<file path="src/design/brb_pkg.sv">
// Shared constants, codes and types of the burst ring buffer
package brb_pkg;

	localparam int RING_DEPTH = 4096;
	localparam int MAX_BURST  = 64;

	localparam int IDX_W    = $clog2(RING_DEPTH);
	localparam int CNT_W    = IDX_W + 1;
	localparam int CAP_W    = 13;
	localparam int BURST_W  = 7;
	localparam int DATA_W   = 8;
	localparam int STATUS_W = 3;
	localparam int OP_W     = 2;
	localparam int WIDE_W   = ((CNT_W > BURST_W) ? CNT_W : BURST_W) + 2;

	localparam int CMDQ_DEPTH = 2;
	localparam int CMDQ_PTR_W = $clog2(CMDQ_DEPTH);
	localparam int OUT_DEPTH  = 4;
	localparam int OUT_PTR_W  = $clog2(OUT_DEPTH);
	localparam int OUT_OCC_W  = OUT_PTR_W + 1;

	localparam logic [OP_W-1:0] OP_HDR  = 2'd0;
	localparam logic [OP_W-1:0] OP_DATA = 2'd1;
	localparam logic [OP_W-1:0] OP_READ = 2'd2;

	localparam logic [STATUS_W-1:0] ST_OK     = 3'd0;
	localparam logic [STATUS_W-1:0] ST_HALF   = 3'd1;
	localparam logic [STATUS_W-1:0] ST_NOROOM = 3'd2;
	localparam logic [STATUS_W-1:0] ST_SHORT  = 3'd3;
	localparam logic [STATUS_W-1:0] ST_EMPTY  = 3'd4;

	// Command from the front to the back: a single status result or a read run
	typedef struct packed {
		logic                is_run;
		logic [STATUS_W-1:0] status;
		logic                flush;
		logic [BURST_W-1:0]  count;
	} cmd_t;

	typedef struct packed {
		logic              en;
		logic [IDX_W-1:0]  addr;
		logic [DATA_W-1:0] data;
	} mem_wr_t;

	typedef struct packed {
		logic [STATUS_W-1:0] status;
		logic [DATA_W-1:0]   data;
		logic                valid;
		logic                last;
	} res_t;

endpackage

</file>
<file path="src/design/brb_front.sv">
// Front: accepts items, keeps fill and burst bookkeeping, stores bytes, issues commands
module brb_front (
	input  logic                            clk,
	input  logic                            arst_n,
	input  logic                            push,
	output logic                            full,
	input  logic [brb_pkg::OP_W-1:0]        opcode,
	input  logic [brb_pkg::BURST_W-1:0]     burst_count,
	input  logic [brb_pkg::DATA_W-1:0]      data_in,
	input  logic                            flush_on_short,
	input  logic                            cfg_we,
	input  logic [brb_pkg::CAP_W-1:0]       cfg_wdata,
	output logic [brb_pkg::CNT_W-1:0]       cap,
	output brb_pkg::mem_wr_t                mem_wr,
	output logic                            cmd_push,
	output brb_pkg::cmd_t                   cmd,
	input  logic                            cmdq_full,
	input  logic                            rd_beat
);

	localparam int IdxW   = brb_pkg::IDX_W;
	localparam int CntW   = brb_pkg::CNT_W;
	localparam int BurstW = brb_pkg::BURST_W;
	localparam int WideW  = brb_pkg::WIDE_W;

	logic [CntW-1:0]   cap_q;
	logic [IdxW-1:0]   wr_idx_q;
	logic [CntW-1:0]   fill_q;
	logic [BurstW-1:0] left_q;
	logic              admit_q;
	logic [CntW-1:0]   pending_q;

	logic [BurstW-1:0] cnt;
	logic [WideW-1:0]  fill_w;
	logic [WideW-1:0]  cap_w;
	logic [WideW-1:0]  cnt_w;
	logic [WideW-1:0]  free_w;
	logic [WideW-1:0]  pend_w;
	logic              fits;
	logic              half;
	logic              enough;
	logic              store_open;
	logic [CntW-1:0]   wr_inc;
	logic [IdxW-1:0]   wr_next;
	logic              accept;
	logic              run_push;
	logic [CntW-1:0]   cap_new;

	assign cap = cap_q;

	always_comb begin
		cnt = (burst_count > BurstW'(brb_pkg::MAX_BURST)) ?
			BurstW'(brb_pkg::MAX_BURST) : burst_count;
		fill_w = WideW'(fill_q);
		cap_w  = WideW'(cap_q);
		cnt_w  = WideW'(cnt);
		free_w = (fill_w >= cap_w) ? '0 : cap_w - fill_w;
		fits   = (free_w >= cnt_w);
		half   = (((fill_w + cnt_w) << 1) > cap_w);
		enough = (fill_w >= cnt_w);
		// a data byte now would land in the ring
		store_open = (left_q != '0) && admit_q && (fill_q < cap_q);
		wr_inc  = {1'b0, wr_idx_q} + CntW'(1);
		wr_next = (wr_inc >= cap_q) ? '0 : wr_inc[IdxW-1:0];
		// hold stored bytes back while read bytes still wait in the ring
		full   = cmdq_full || ((pending_q != '0) && store_open);
		accept = push && !full;
		run_push = accept && (opcode == brb_pkg::OP_READ) && enough && (cnt != '0);
		pend_w = WideW'(pending_q) + (run_push ? cnt_w : '0) - WideW'(rd_beat);

		if (cfg_wdata == '0) begin
			cap_new = CntW'(1);
		end else if (32'(cfg_wdata) > brb_pkg::RING_DEPTH) begin
			cap_new = CntW'(brb_pkg::RING_DEPTH);
		end else begin
			cap_new = CntW'(cfg_wdata);
		end

		mem_wr.en   = accept && (opcode == brb_pkg::OP_DATA) && store_open;
		mem_wr.addr = wr_idx_q;
		mem_wr.data = data_in;

		cmd_push = accept && ((opcode == brb_pkg::OP_HDR) || (opcode == brb_pkg::OP_READ));
		cmd      = '0;
		case (opcode)
			brb_pkg::OP_HDR: begin
				cmd.status = fits ? (half ? brb_pkg::ST_HALF : brb_pkg::ST_OK) :
					brb_pkg::ST_NOROOM;
			end
			brb_pkg::OP_READ: begin
				if (enough) begin
					cmd.status = brb_pkg::ST_OK;
					cmd.is_run = (cnt != '0);
					cmd.count  = cnt;
				end else begin
					cmd.status = (fill_q == '0) ? brb_pkg::ST_EMPTY : brb_pkg::ST_SHORT;
					cmd.flush  = flush_on_short;
				end
			end
			default: begin
				cmd = '0;
			end
		endcase
	end

	always_ff @(posedge clk or negedge arst_n) begin
		if (!arst_n) begin
			cap_q     <= CntW'(brb_pkg::RING_DEPTH);
			wr_idx_q  <= '0;
			fill_q    <= '0;
			left_q    <= '0;
			admit_q   <= 1'b0;
			pending_q <= '0;
		end else begin
			if (cfg_we) begin
				cap_q <= cap_new;
			end
			pending_q <= pend_w[CntW-1:0];
			if (accept) begin
				case (opcode)
					brb_pkg::OP_HDR: begin
						left_q  <= cnt;
						admit_q <= fits;
					end
					brb_pkg::OP_DATA: begin
						if (left_q != '0) begin
							if (store_open) begin
								wr_idx_q <= wr_next;
								fill_q   <= fill_q + CntW'(1);
							end
							left_q <= left_q - BurstW'(1);
						end
					end
					brb_pkg::OP_READ: begin
						if (enough) begin
							fill_q <= fill_q - CntW'(cnt);
						end else if (flush_on_short) begin
							fill_q   <= '0;
							wr_idx_q <= '0;
						end
					end
					default: begin
						fill_q <= fill_q;
					end
				endcase
			end
		end
	end

endmodule

</file>
<file path="config.mk">
export PLATFORM = sky130hd
export DESIGN_NAME = brb_front
export DESIGN_NICKNAME = d
export VERILOG_FILES = /design/src/design/brb_pkg.sv /design/src/design/brb_front.sv
export SDC_FILE = /design/constraint.sdc
export NUM_CORES = 1
export LEC_CHECK = 0
export BUFFER_PORTS_ARGS = -buffer_cell sky130_fd_sc_hd__buf_4
export CORE_ASPECT_RATIO = 0.6
export CORE_MARGIN = 1
export CORE_UTILIZATION = 40
export DETAILED_ROUTE_END_ITERATION = 6
export GPL_TIMING_DRIVEN = 0
export SLEW_MARGIN = 5
export SYNTH_ARGS = -nofsm -noshare
export SYNTH_HDL_FRONTEND = slang
export SYNTH_SLANG_ARGS = --single-unit
export TNS_END_PERCENT = 5
</file>
<file path="constraint.sdc">
create_clock -name clk -period 8.7 [get_ports clk]
set_input_delay 0.435 -clock clk [delete_from_list [all_inputs] [get_ports clk]]
set_output_delay 0.435 -clock clk [all_outputs]
set_load 0.03 [all_outputs]
</file>
=== After elaboration in Yosys (flattened, before gate mapping) ===
Index checks and enable logic that the tools add are counted.

* Bits in registers: 59
* Input bits: 37
* Output and inout port bits: 48
* Logic and storage cells: 82

* Add/sub/neg operators: 8
* Magnitude comparators: 8
* Equal/unequal tests: 7
* Multiplexer cells: 28
* Reduce and logical (&&, ||, !) cells: 25

{| class="wikitable"
|+ Operators with widths
! cell !! number
|-
| 13-bit 2-to-1 mux || 6
|-
| 12-bit 2-to-1 mux || 5
|-
| 7-bit 2-to-1 mux || 4
|-
| 13-bit >= comparator || 2
|-
| 13-bit zero test || 2
|-
| 13-bit one-hot mux with 2 select lines || 1
|-
| 12-bit one-hot mux with 2 select lines || 1
|-
| 15-bit by 7-bit >= comparator with 1-bit output || 1
|-
| 15-bit by 13-bit greater-than comparator with 1-bit output || 1
|-
| 15-bit 2-to-1 mux || 1
|-
| 13-bit by 7-bit adder with 14-bit output || 1
|-
| 7-bit one-hot mux with 2 select lines || 1
|-
| 7-bit nonzero test || 2
|-
| 13-bit by 13-bit subtractor with 14-bit output || 1
|-
| 12-bit by 1-bit adder with 13-bit output (second input constant) || 1
|-
| 13-bit by 1-bit adder with 13-bit output (second input constant) || 1
|-
| 13-bit by 7-bit adder with 13-bit output || 1
|-
| 13-bit by 7-bit >= comparator with 1-bit output || 1
|-
| 13-bit greater-than comparator (second input constant) || 1
|-
| 13-bit < comparator || 1
|-
| 13-bit nonzero test || 1
|-
| 13-bit by 1-bit subtractor with 13-bit output || 1
|-
| 13-bit by 7-bit subtractor with 13-bit output || 1
|-
| 1-bit logical AND || 10
|-
| 19 further kinds || 28
|}

=== Longest topological paths before layout ===
Gate-level depths: netlist of run 1.

* Depth in word-level cells: 13
* Mapped depth: 23

=== Worst setup path after synthesis of run 1 ===
No wires, ideal clock.

* Kind: input -> register
* Start: in burst_count[6] (netlist name)
* End: reg pending_q[12]
* Setup time: 0.080 ns
* Arrival time: 4.657 ns
* Required time: 8.620 ns
* Slack: 3.963 ns
* Stages on the path: 22
* Path buffers: 2
* Cells stage by stage: inv_1 -> nand2_1 -> ha_1 -> clkbuf_1 -> nand4_1 -> o31ai_2 -> a21o_1 -> nand2_1 -> buf_2 -> a211oi_2 -> nand2_1 -> ha_1 -> inv_1 -> ha_1 -> fa_1 -> a21o_1 -> a21oi_1 -> nor2b_1 -> nor4_1 -> o31ai_1 -> o41ai_1 -> xnor2_1

* Longest elaborated chain between the ends: 8
* Elaborated cells between the ends (all ways): 9
* Classes of those cells: add/sub (2); order compare (2); mux (2); reduce/logical (3)

{| class="wikitable"
|+ Ends and longest elaborated chain
! item !! RTL line !! text
|-
| from (decl) || brb_front.sv:8 || <nowiki>input logic [brb_pkg::BURST_W-1:0] burst_count,</nowiki>
|-
| 7-bit greater-than comparator || brb_front.sv:52 || <nowiki>cnt = (burst_count > BurstW'(brb_pkg::MAX_BURST)) ?</nowiki>
|-
| 7-bit 2-to-1 mux (*) || brb_front.sv:52 ||
|-
| 13-bit by 7-bit >= comparator with 1-bit output || brb_front.sv:60 || <nowiki>enough = (fill_w >= cnt_w);</nowiki>
|-
| 1-bit logical AND (2 in a row) || brb_front.sv:68 || <nowiki>run_push = accept && (opcode == brb_pkg::OP_READ) && enough && (cnt != '0);</nowiki>
|-
| 7-bit 2-to-1 mux (*) || brb_front.sv:69 || <nowiki>pend_w = WideW'(pending_q) + (run_push ? cnt_w : '0) - WideW'(rd_beat);</nowiki>
|-
| 13-bit by 7-bit adder with 13-bit output (*) || brb_front.sv:69 ||
|-
| 13-bit by 1-bit subtractor with 13-bit output (*) || brb_front.sv:69 ||
|-
| via pend_w[12] || brb_front.sv:38 || <nowiki>logic [WideW-1:0] pend_w;</nowiki>
|-
| to (signal assigned) || brb_front.sv:118 || <nowiki>pending_q <= pend_w[CntW-1:0];</nowiki>
|-
| to (decl) || brb_front.sv:31 || <nowiki>logic [CntW-1:0] pending_q;</nowiki>
|}

Mark *: on every way through the listed nets, which the timed path passes. The rest lies on a longest branch.
A chain may end at the register's enable or synchronous reset.

=== Worst setup path after layout of run 1 ===
Ends and elaborated chain as after synthesis.

==> results of run 1 <==
## state kept, by name (all words and copies together) (netlist names)
signal     flops
cap           13
pending_q     13
admit_q        1
fill_q        13
wr_idx_q      12
left_q         7
## where the power goes
| group | leakage, uW | internal, uW | total (uW) | switching [uW] |
|---|---|---|---|---|
| Sequential | 0.000721 | 379 | 499 | 120 |
| Combinational | 0.00263 | 676 | 1640 | 964 |
| Clock | 0.000147 | 238 | 375 | 138 |
| Total | 0.00350 | 1290 | 2510 | 1220 |
## metal layers
layer	up-vias	wire length [um]	part of all wire [%]	global-route usage, %
met4	0	127	0.63	3.71
met2	240	7180	36	30.9
met1	2928	10900	54	42.4
li1	3057	-	-	-
met5	-	0	0	0
met3	14	1870	9.3	5.95
## worst min-delay path by stage
stage                      from      endpoint  slack [ps]  cells after the start
finish                   arst_n  pending_q[9]         180                      1
detailed placement  wr_idx_q[5]   wr_idx_q[5]         550                      2
floorplan                arst_n       admit_q         140                      0
global route             arst_n  pending_q[9]         260                      1
CTS                      arst_n  pending_q[9]         230                      1
global placement      left_q[4]     left_q[4]         530                      2
## worst max-delay path, stage by stage
cell	delay, ps
buf_4	160
inv_1	210
nand2_1	250
ha_1	340
clkbuf_1	280
nand4_1	150
o31ai_2	540
a21o_1	320
nand2_1	110
buf_2	220
a211oi_2	360
nand2_1	110
ha_1	310
inv_1	40
ha_1	200
fa_1	410
a21o_1	190
a21oi_1	250
nor2b_1	100
nor4_1	360
o31ai_1	170
o41ai_1	320
xnor2_1	170
## kinds of logic after synthesis
| family | after synthesis | share of synthesized area [%] |
|---|---|---|
| multiplexers | 4 | 0.643 |
| buffers and inverters | 121 | 7.89 |
| XOR/XNOR | 42 | 5.73 |
| AND/OR/NAND/NOR | 260 | 20.4 |
| adder cells (fa/ha/maj) | 89 | 17.8 |
| flip-flops | 59 | 23.0 |
| AO/OA/AOI/OAI | 230 | 24.5 |
## placed cells by master, fill, tap and decap left out, types with 16 or more instances in the layout
| cell | count |
|---|---|
| xnor2_1 | 32 |
| inv_1 | 89 |
| nand2_1 | 68 |
| o21ai_0 | 55 |
| a21o_1 | 18 |
| nand3_1 | 20 |
| nor3_1 | 25 |
| buf_4 | 84 |
| clkbuf_1 | 16 |
| a21oi_1 | 49 |
| ha_1 | 85 |
| dfrtp_1 | 58 |
| nor2_1 | 59 |
## area by class of cell
cell class	instances	area, um^2
timing repair buffer	75	563
tap	203	254
sequential	59	1480
fill	1584	7970
multi-input combinational	625	4440
buffer	32	173
clock buffer	14	264
clock inverter	2	35.0
inverter	89	334
## stage by stage
stage	power (uW)	util (%)
floorplan	1700	-
global placement	2100	46.7
detailed placement	2100	46.7
CTS	2490	48.6
global route	2730	48.6
finish	2510	48.6
==> impl_summary.md, run 1 <==
Synthesis
In the synthesized netlist the dominant register cell turns out to be dfrtp_1. In the synthesized netlist the async set-or-reset flop fraction comes to between 90% and 100%. The netlist uses 82 different library cells.

Summed over all instances, the cell type with the most area after synthesis is dfrtp_1. The most repeated cell in the gate-level netlist after synthesis is inv_1. After synthesis, the most frequently instantiated cells are inv_1 (89), ha_1 (85), nand2_1 (68). The number of flops mapped to enable cells by yosys is 0. Dividing the synthesized area by the synthesized cell count gives 7.98 um^2. The cell count after synthesis is ~800. The net count of the mapped netlist is just over 900. Summing every instance area after synthesis gives between 6000 and 7000 um^2.

Ranked by total cell area, the synthesized netlist is headed by dfrtp_1 (23%), ha_1 (17%), inv_1 (5.2%). The number of storage elements in the synthesis netlist is a little under 60. The proportion of netlist area held by the largest area contributor is 22.6%. Yosys printed 0 warnings. Sequential elements use 23.0% of the synthesized area.

Worst setup path
The worst setup path is launched from a primary input. The source of the critical timing path is burst_count[6]. The endpoint of the most critical register-to-register path is pending_q[12].

The class of the most critical setup path is primary input to register. The endpoint required time on the critical path is approximately 9000 ps. The register-to-register setup slack is ~3000 ps. The type of destination of the critical path is a register. The capture point of the worst path is pending_q[12]. The worst-path maximum fanout is 10. In this run the critical register-to-register path is launched from fill_q[9]. The depth of the worst register-to-register path is 21. STA puts the critical path data arrival time at 6030 ps.

Placement
The estimated wirelength of the detail-placed design is 16000 um. At the end of routability-driven placement, the weighted congestion stood at between 0.9 and 1. The number of I/O port buffers is 75. In this run the cell area measured after placement is 7240 um^2. Counting tap cells, the placed design contains a total of about 1.1k instances.

The worst slack at placement is around 2700 ps.

Floorplanning
Measured along the y axis, the die boundary spans between 100 and 150 um. The region available for standard cell placement spans about 16000 um^2. The top-level port count is 85. The row count is 35. The floorplan step set the die width to 166 um. The die covers between 15000 and 20000 um^2. The starting density of the core is around 41%.

Timing
Subtracting the final worst setup slack from the clock period gives approximately 5800 ps. The post-route fraction of the period consumed by the critical path is between 60% and 70%. The worst max-slew margin expressed relative to the limit is approximately 44%. The tightest hold margin is 181 ps. The final setup violation count is 0.

The setup clock skew after layout is ~8.9 ps. Summed over all failing endpoints, the final setup total negative slack is 0 ps. The worst path setup slack after routing is 2930 ps.

The number of max-slew violations in the final report came to 0. Timing would allow up to 173 MHz. At the pin with the least slew margin, the transition time is between 800 and 900 ps.

The hold violation count in the final report is 0. Setup repair after global routing left no endpoint under its margin.

GRT
The total congestion overflow is 0. The number of antenna violations at the first check in global routing is 0. The number of global-route vias before repair is 5519.

The wire length of the first global-routing pass is approximately 32000 um. Entering global routing, the biggest net connects 60 pins. In the global route stage, overall resource usage came out at approximately a quarter.

Route
Dividing the detail-routed wire length by the instance count gives approximately 18 um. The first detailed-routing pass ran for 7 iterations. The routed wire length is between 20000 and 25000 um. The remaining antenna violation count after routing is 0. In this run, the number of DRC markers left after iteration 0 of detailed routing was approximately 570. The remaining routing DRC violations is 8. The via count is a little over 6k. The mean number of vias per cell is 5.68.

Clock tree
The number of clock buffers inserted by TritonCTS is 9. The total of cells resized after clock tree synthesis is 0. The latest clock arrival within the worst-skew pair is 340 ps. The root buffer cell is clkbuf_16. In this run the post-CTS setup repair buffer count came out at 0. The buffer depth of the longest clock path is 2. The maximum level of the CTS H-tree is 3. TritonCTS built the clock tree.

Buffers inserted to repair hold after CTS numbered 0. After clock tree synthesis, the clock-pin slew on the worst setup and hold paths is about 60 ps. The sink count of the clock tree is slightly below 60.

Power
The leakage power summed over all cells is approximately 0.0035 uW. The worst-case vdd ir drop is ~0.12 mV. Dividing total power by cell area gives a power density of around 330 nW/um^2.

Outcome
The run finished, with violations left. The checks that failed: design-rule violations.

Final layout
Of the cells placed in the final design, the portion with a size suffix greater than 1 is between 10% and 20%. The number of nets in the finished design is 1017. The final design area excluding fillers is around 7500 um^2.

The non-filler instance count after layout is 1099. The repair_antennas step left the layout with diodes totalling 0. The signed area change from the synthesized netlist to the final layout is 17.4%.

Job
The tool flagged a number of max-cap violations equal to 0.

Min path
The classification of the worst-slack hold path is primary input to asynchronous set/reset pin.
Power figures use the tool's default switching activity.
==> run 2: changes to the inputs <==
==> constraint.sdc (replaced) <==
create_clock -name clk -period 5.3 [get_ports clk]
set_input_delay 0.265 -clock clk [delete_from_list [all_inputs] [get_ports clk]]
set_output_delay 0.265 -clock clk [all_outputs]
set_load 0.03 [all_outputs]
==> impl_summary.md, run 2 (synthesized netlist as in run 1, its figures left out) <==
Floorplanning
The horizontal extent of the die is between 150 and 200 um. Pin placement for this block handled 85 I/O pins. In this run the core area contains 35 standard-cell rows. The floorplan step defined a die boundary enclosing approximately 17000 um^2. The vertical extent of the die is 100 um. The core region is between 15000 and 20000 um^2. Once the floorplan was initialized, standard cells occupied 41.4% of the core.

Power
The leakage power summed over all cells is roughly 0.0035 uW. The worst-case IR drop observed on VDD is between 0.15 and 0.2 mV. The total power per unit cell area is ~550 nW/um^2.

Worst setup path
STA classifies the critical path endpoint as a register. The signal arrival time at the worst endpoint is 5410 ps. In this design, the stage delay of the slowest critical-path cell is around 430 ps.

The signal on the critical path passes through inv_1 -> ha_2 -> nand4_1 -> nor4_4 -> nor2_1 -> a31oi_4 -> nand3_4 -> a211oi_4 -> nand2_1 -> ha_1 -> inv_1 -> ha_1 -> fa_1 -> a21o_1 -> a21oi_2 -> nor2b_1 -> nor4_2 -> o31ai_1 -> o41ai_1 -> xnor2_1. Following the worst setup path forward leads to its endpoint at pending_q[12]. The reg-to-reg startpoint is fill_q[6]. The number of cells on the worst reg-to-reg path is 20. The worst setup path is launched from a register. The worst-path maximum fanout is 6.

The source of the critical timing path is fill_q[6]. The class of the most critical setup path is register to register. The worst register-to-register path has a setup slack of approximately 150 ps.

The endpoint of the most critical register-to-register path is pending_q[12]. On the critical path, the stage with the largest delay is an instance of dfrtp_1. The endpoint required time on the critical path is about 5600 ps.

Clock tree
The number of clock buffers inserted by TritonCTS is 9. The maximum level of the CTS H-tree is 3. The hold buffer count at CTS is 0. TritonCTS built the clock tree.

At the later pin of the worst-skew pair, clock insertion delay measures 340 ps. The buffer depth of the longest clock path is 2. The sink count of the clock tree is 59. The clock transition time at the flip-flop clock pins of the worst setup and hold paths is approximately 60 ps. Clock tree synthesis selected as its root buffer the cell clkbuf_16.

GRT
In the global route stage, met3 resource usage came out at 5.95%. The wire length of the first global-routing pass is around 32000 um. The overall fraction of global-route tracks in use is around a quarter. The busiest layer in global routing is met1. The number of antenna violations at the first check in global routing is 0. The met2 layer usage reported by global route is between 30% and 40%.

In the global route stage, met1 resource usage came out at between 40% and 50%. Entering global routing, the biggest net connects 60 pins. The total congestion overflow is 0. The number of global-route vias before repair is between 5k and 6k.

Timing
The post-route minimum period is a little over 5000 ps. Setup violations remaining at the end of the flow were counted as 0. Derived from the worst setup path, the maximum achievable clock frequency is around 190 MHz. The slew at the pin with the worst max-slew slack is approximately 840 ps.

The post-route fraction of the period consumed by the critical path is a little over nine tenths. The hold violation count in the final report is 0. The number of max-slew violations in the final report is 0. The setup clock skew after layout is between 7 and 8 ps. The setup TNS is 0 ps.

Headroom to the max-slew limit came out at ~44%.

Placement
The estimated wirelength of the detail-placed design is between 15000 and 20000 um. At the end of routability-driven placement, the weighted congestion stood at 0.937. Summing all placed instances gives a cell area of 7240 um^2. Port buffering added 75 buffers.

Outcome
The flow ran to the end, but the final reports show violations. The final reports fail on design-rule violations.

Final layout
The top cell types in the final layout, fill and taps aside, are buf_4 (91), inv_1 (87), ha_1 (81), nand2_1 (67), nor2_1 (59). Compared with the post-synthesis result, the final layout area differs by 19.9%. 0 antenna diodes ended up in the layout.

Cells with a size suffix above 1 make up 18.3% of the layout. The number of fill cells in the layout is 1568. The final design area excluding fillers is 7700 um^2. The number of nets in the finished design is just over 1k. Leaving out fill and tap cells, the most frequent cell in the layout is buf_4.

Min path
The min-delay analysis places its worst path in the category primary input to asynchronous set/reset pin.

Route
In the routed layout, each cell is associated on average with a via count of about 5.7. The via count is roughly 6.3k. The remaining routing DRC violations is 8. The detail route stage leaves a number of antenna-violating nets equal to 0. The first-pass iteration count of the detailed router is 7. In this run, the number of DRC markers left after iteration 0 of detailed routing was about 570. The average detailed-routed wire length per instance is 18.4 um.

The routed wire length is about 20000 um.

Job
The number of max-capacitance violations reported is 0.
run 2: changes by cell type in the layout (fill, tap and decap cells not counted), sizes merged:
cell | before | now
inv | 89 | 88
clkinvlp | 0 | 1
buf | 94 | 100
run 2: worst min-delay path by stage:
stage                        end  slack, ps
floorplan                admit_q        -30
global placement    pending_q[9]        420
detailed placement  pending_q[9]        420
CTS                 pending_q[9]         60
global route        pending_q[9]         90
finish              pending_q[9]         20
run 2: what timing repair did:
item                       4_1_cts  5_1_grt
setup buffers                    0        7
cloned                           0        0
pin swaps                        1        6
gates resized for setup          5       25
setup endpoints to repair        4        5
run 2: per-stage QoR:
step	worst slack [ps]	hold WS (ps)	total power, uW	util, %	std cells
after floorplan	678	-30.6	2780	-	805
after global placement	-606	418	3450	46.7	1083
after detailed placement	-538	421	3440	46.7	1083
after CTS	20.8	62.7	4100	48.8	1099
after global routing	-31.1	93.3	4570	49.7	1105
final	151	16.8	4210	49.7	1105
run 2: power breakdown:
group          leakage [uW]  switching (uW)  total [uW]  internal, uW
Sequential         0.000714             201         828           627
Clock              0.000147             229         619           390
Combinational       0.00267            1620        2770          1150
run 2: final cells by class:
class | instances | area [um^2] | area share (%)
multi-input cells | 625 | 4540 | 58.9
flip-flops and latches | 59 | 1490 | 19.3
repair buffers | 82 | 616 | 7.99
inverters | 89 | 338 | 4.39
clock buffers | 14 | 264 | 3.43
well taps | 203 | 254 | 3.30
plain buffers | 31 | 171 | 2.23
clock inverters | 2 | 35.0 | 0.455
run 2: worst max-delay path: cells and delay by family, from the launching register on:
| kind | cells | cell delay (ps) |
|---|---|---|
| xor+xnor | 1 | 170 |
| fa+ha+maj | 4 | 1330 |
| simple gates | 7 | 1430 |
| compound gates | 6 | 1520 |
| flops | 1 | 430 |
| buf+inv | 2 | 180 |
run 2: layer usage:
metal | vias to the layer above | share of wire, %
li1 | 3073 | -
met1 | 2967 | 54
met2 | 280 | 36
met3 | 19 | 9.7
met4 | 0 | 0.75
met5 | - | 0
==> run 3: changes to the inputs <==
--- a/config.mk
+++ b/config.mk
@@ -6,7 +6,7 @@
 export NUM_CORES = 1
 export LEC_CHECK = 0
 export BUFFER_PORTS_ARGS = -buffer_cell sky130_fd_sc_hd__buf_4
-export CORE_ASPECT_RATIO = 0.6
+export CORE_ASPECT_RATIO = 2
 export CORE_MARGIN = 1
 export CORE_UTILIZATION = 40
 export DETAILED_ROUTE_END_ITERATION = 6
==> impl_summary.md, run 3 (synthesized netlist as in run 1, its figures left out) <==
Clock tree
The hold buffer count at CTS is 0. CTS placed an instance of clkbuf_16 at the clock tree root. The buffer depth of the longest clock path is 2. TritonCTS built the clock tree. The sink count of the clock tree is between 50 and 60.

After clock tree synthesis, the clock-pin slew on the worst setup and hold paths is approximately 50 ps. The latest clock arrival within the worst-skew pair is 350 ps. The number of clock buffers inserted by TritonCTS is 9. CTS built an H-tree with a depth of 3.

Timing
For this run, the top clock speed supported by timing is approximately 200 MHz. Setup repair after global routing left no endpoint under its margin. The post-route minimum period is roughly 5000 ps. At the pin with the least slew margin, the transition time is just over 800 ps. The hold violation count in the final report is 9. The worst max-slew margin expressed relative to the limit is roughly 45%. On the final layout, the worst clock skew is ~7.3 ps.

Across all setup checks in the final design, the least slack found is approximately 310 ps. The tightest hold margin is -8.33 ps. The number of max-slew violations in the final report came to 0. Setup violations remaining at the end of the flow were counted as 0. The worst path uses between 90% and 100% of the clock period.

GRT
The number of global-route vias before repair was 6464. The total congestion overflow is 0. The number of antenna violations at the first check in global routing is 0. Entering global routing, the biggest net connects 60 pins.

The first global-routing pass estimated ~33000 um of wire. Across every metal layer, demand over resource in global routing totals 25.9%.

Route
The first routing iteration left about 300 violations. Dividing the detail-routed wire length by the instance count gives 18.9 um. The remaining routing DRC violations is 0. The routed wire length is approximately 21000 um. The mean number of vias per cell is 5.70. The remaining antenna violation count after routing is 0. Summing over every cut layer, the via total after detailed routing is roughly 6.2k. For this run, the detailed router's first-pass iteration total came to 7.

Final layout
The multi-input combinational cells in the finished layout cover a total of 4520 um^2. The post-route netlist has between 10% and 20% of its cells at a drive strength greater than 1. At the end of the flow the core is filled with cells to 48.4%. The signed area change from the synthesized netlist to the final layout is 18.4%.

The number of fill cells in the layout is 1611. The combined flip-flop and latch cell area is between 1000 and 1500 um^2. The finished layout holds 1097 standard cells, fillers aside. The commonest non-fill, non-tap cell in the layout is inv_1. The top cell types in the final layout, fill and taps aside, are inv_1 (87), buf_4 (85), ha_1 (84), nand2_1 (64), nor2_1 (59). The repair_antennas step left the layout with diodes totalling 0. The net count of the finished layout is 1017.

Placement
Detailed placement finished with a half-perimeter wire length of approximately 17000 um. The number of I/O port buffers is 75. The worst slack at placement is -860 ps. The congestion estimate from routability-driven global placement came to roughly 0.96. The cell count after placement is 1081.

Power
The total power per unit cell area is between 500 and 600 nW/um^2. IR analysis of the VDD net gives a maximum drop of roughly 0.22 mV. The total power consumption of the routed design is 4100 uW.

The analysis attributes to cell leakage a power of approximately 0.0035 uW.

Floorplanning
The row count is 65. The starting density of the core is between 40% and 50%. The vertical extent of the die is 181 um.

The top-level port count is 85. The die covers around 17000 um^2. The region available for standard cell placement spans around 16000 um^2. The die is 91.6 um wide.

Outcome
The checks that failed: negative hold slack. The run finished, with violations left.

Worst setup path
Measured in cells, the most critical reg-to-reg path has a length of 21. The critical path is of the register to register type. The type of element launching the critical path is a register. Data on the critical path arrives at its endpoint at roughly 5300 ps.

The worst setup path is captured at a register. The endpoint required time on the critical path is roughly 5600 ps. In this run the worst path has a maximum fanout of 10.

Min path
The tightest min-delay check is of the primary input to asynchronous set/reset pin type.

Job
The number of max-capacitance violations reported is 0.
## run 3: changes by cell type in the layout (fill, tap and decap cells not counted), moves of 2 or more
cell	delta
buf_4	-6
nand2_1	-3
nand3_2	+2
dfrtp_1	+4
ha_1	+3
ha_2	-2
dfrtp_2	-4
a21oi_1	+2
nand2_2	+3
## run 3: worst max-delay path, cell delays in order (launching register included)
cell,delay [ps]
dfrtp_1,520
ha_1,350
buf_2,200
nand3_1,180
o21bai_1,230
nand3_2,160
a21o_2,250
nand2_1,140
buf_2,240
a211oi_4,270
nand2_1,100
ha_1,290
inv_1,40
ha_1,200
fa_1,410
a21o_1,170
a21oi_1,210
nor2b_1,110
nor4_2,250
o31ai_1,180
o41ai_2,260
xnor2_1,150
## run 3: layout make-up
type | count | share of cell area, %
buffer | 31 | 2.22
inverter | 89 | 4.45
clock inverter | 2 | 0.132
tap | 201 | 3.31
multi-input combinational | 625 | 59.4
sequential | 59 | 19.5
clock buffer | 14 | 3.47
timing repair buffer | 76 | 7.51
## run 3: report_power, final
part | total (uW) | leakage [uW] | switching [uW] | internal, uW
registers | 831 | 0.000719 | 206 | 624
clock network | 560 | 0.000137 | 219 | 341
logic | 2710 | 0.00265 | 1580 | 1130
## run 3: path summary, 6_finish.rpt
| check | from | endpoint | slack, ps |
|---|---|---|---|
| max in group asynchronous | arst_n | cap[9] | 4720 |
| min in group clk | cfg_wdata[8] | cap[8] | 150 |
| setup reg to reg | fill_q[4] | pending_q[12] | 310 |
| setup / recovery | fill_q[4] | pending_q[12] | 310 |
| hold / removal | arst_n | left_q[6] | -8 |
| hold reg to reg | wr_idx_q[5] | wr_idx_q[5] | 560 |
## run 3: repair_timing
item | in CTS | in global routing
buffers inserted | 1 | 0
setup endpoints to repair | 4 | 3
pin swaps | 1 | 1
gates resized for setup | 12 | 9
## run 3: stage by stage
step                instance area [um^2]  setup TNS [ps]  hold WS, ps
CTS                                 7570               0         42.0
detailed placement                  7240           -2880          404
global placement                    7240           -2850          394
global route                        7600               0         56.2
floorplan                           6420               0        -30.6
finish                              7600               0        -8.33
## run 3: per-layer routing
metal,up-vias,part of all wire [%],track usage [%]
met5,-,0,0
met4,0,7.0,18.9
met3,70,3.3,4.04
met2,171,55,49.5
met1,2962,35,24.2
li1,3046,-,-
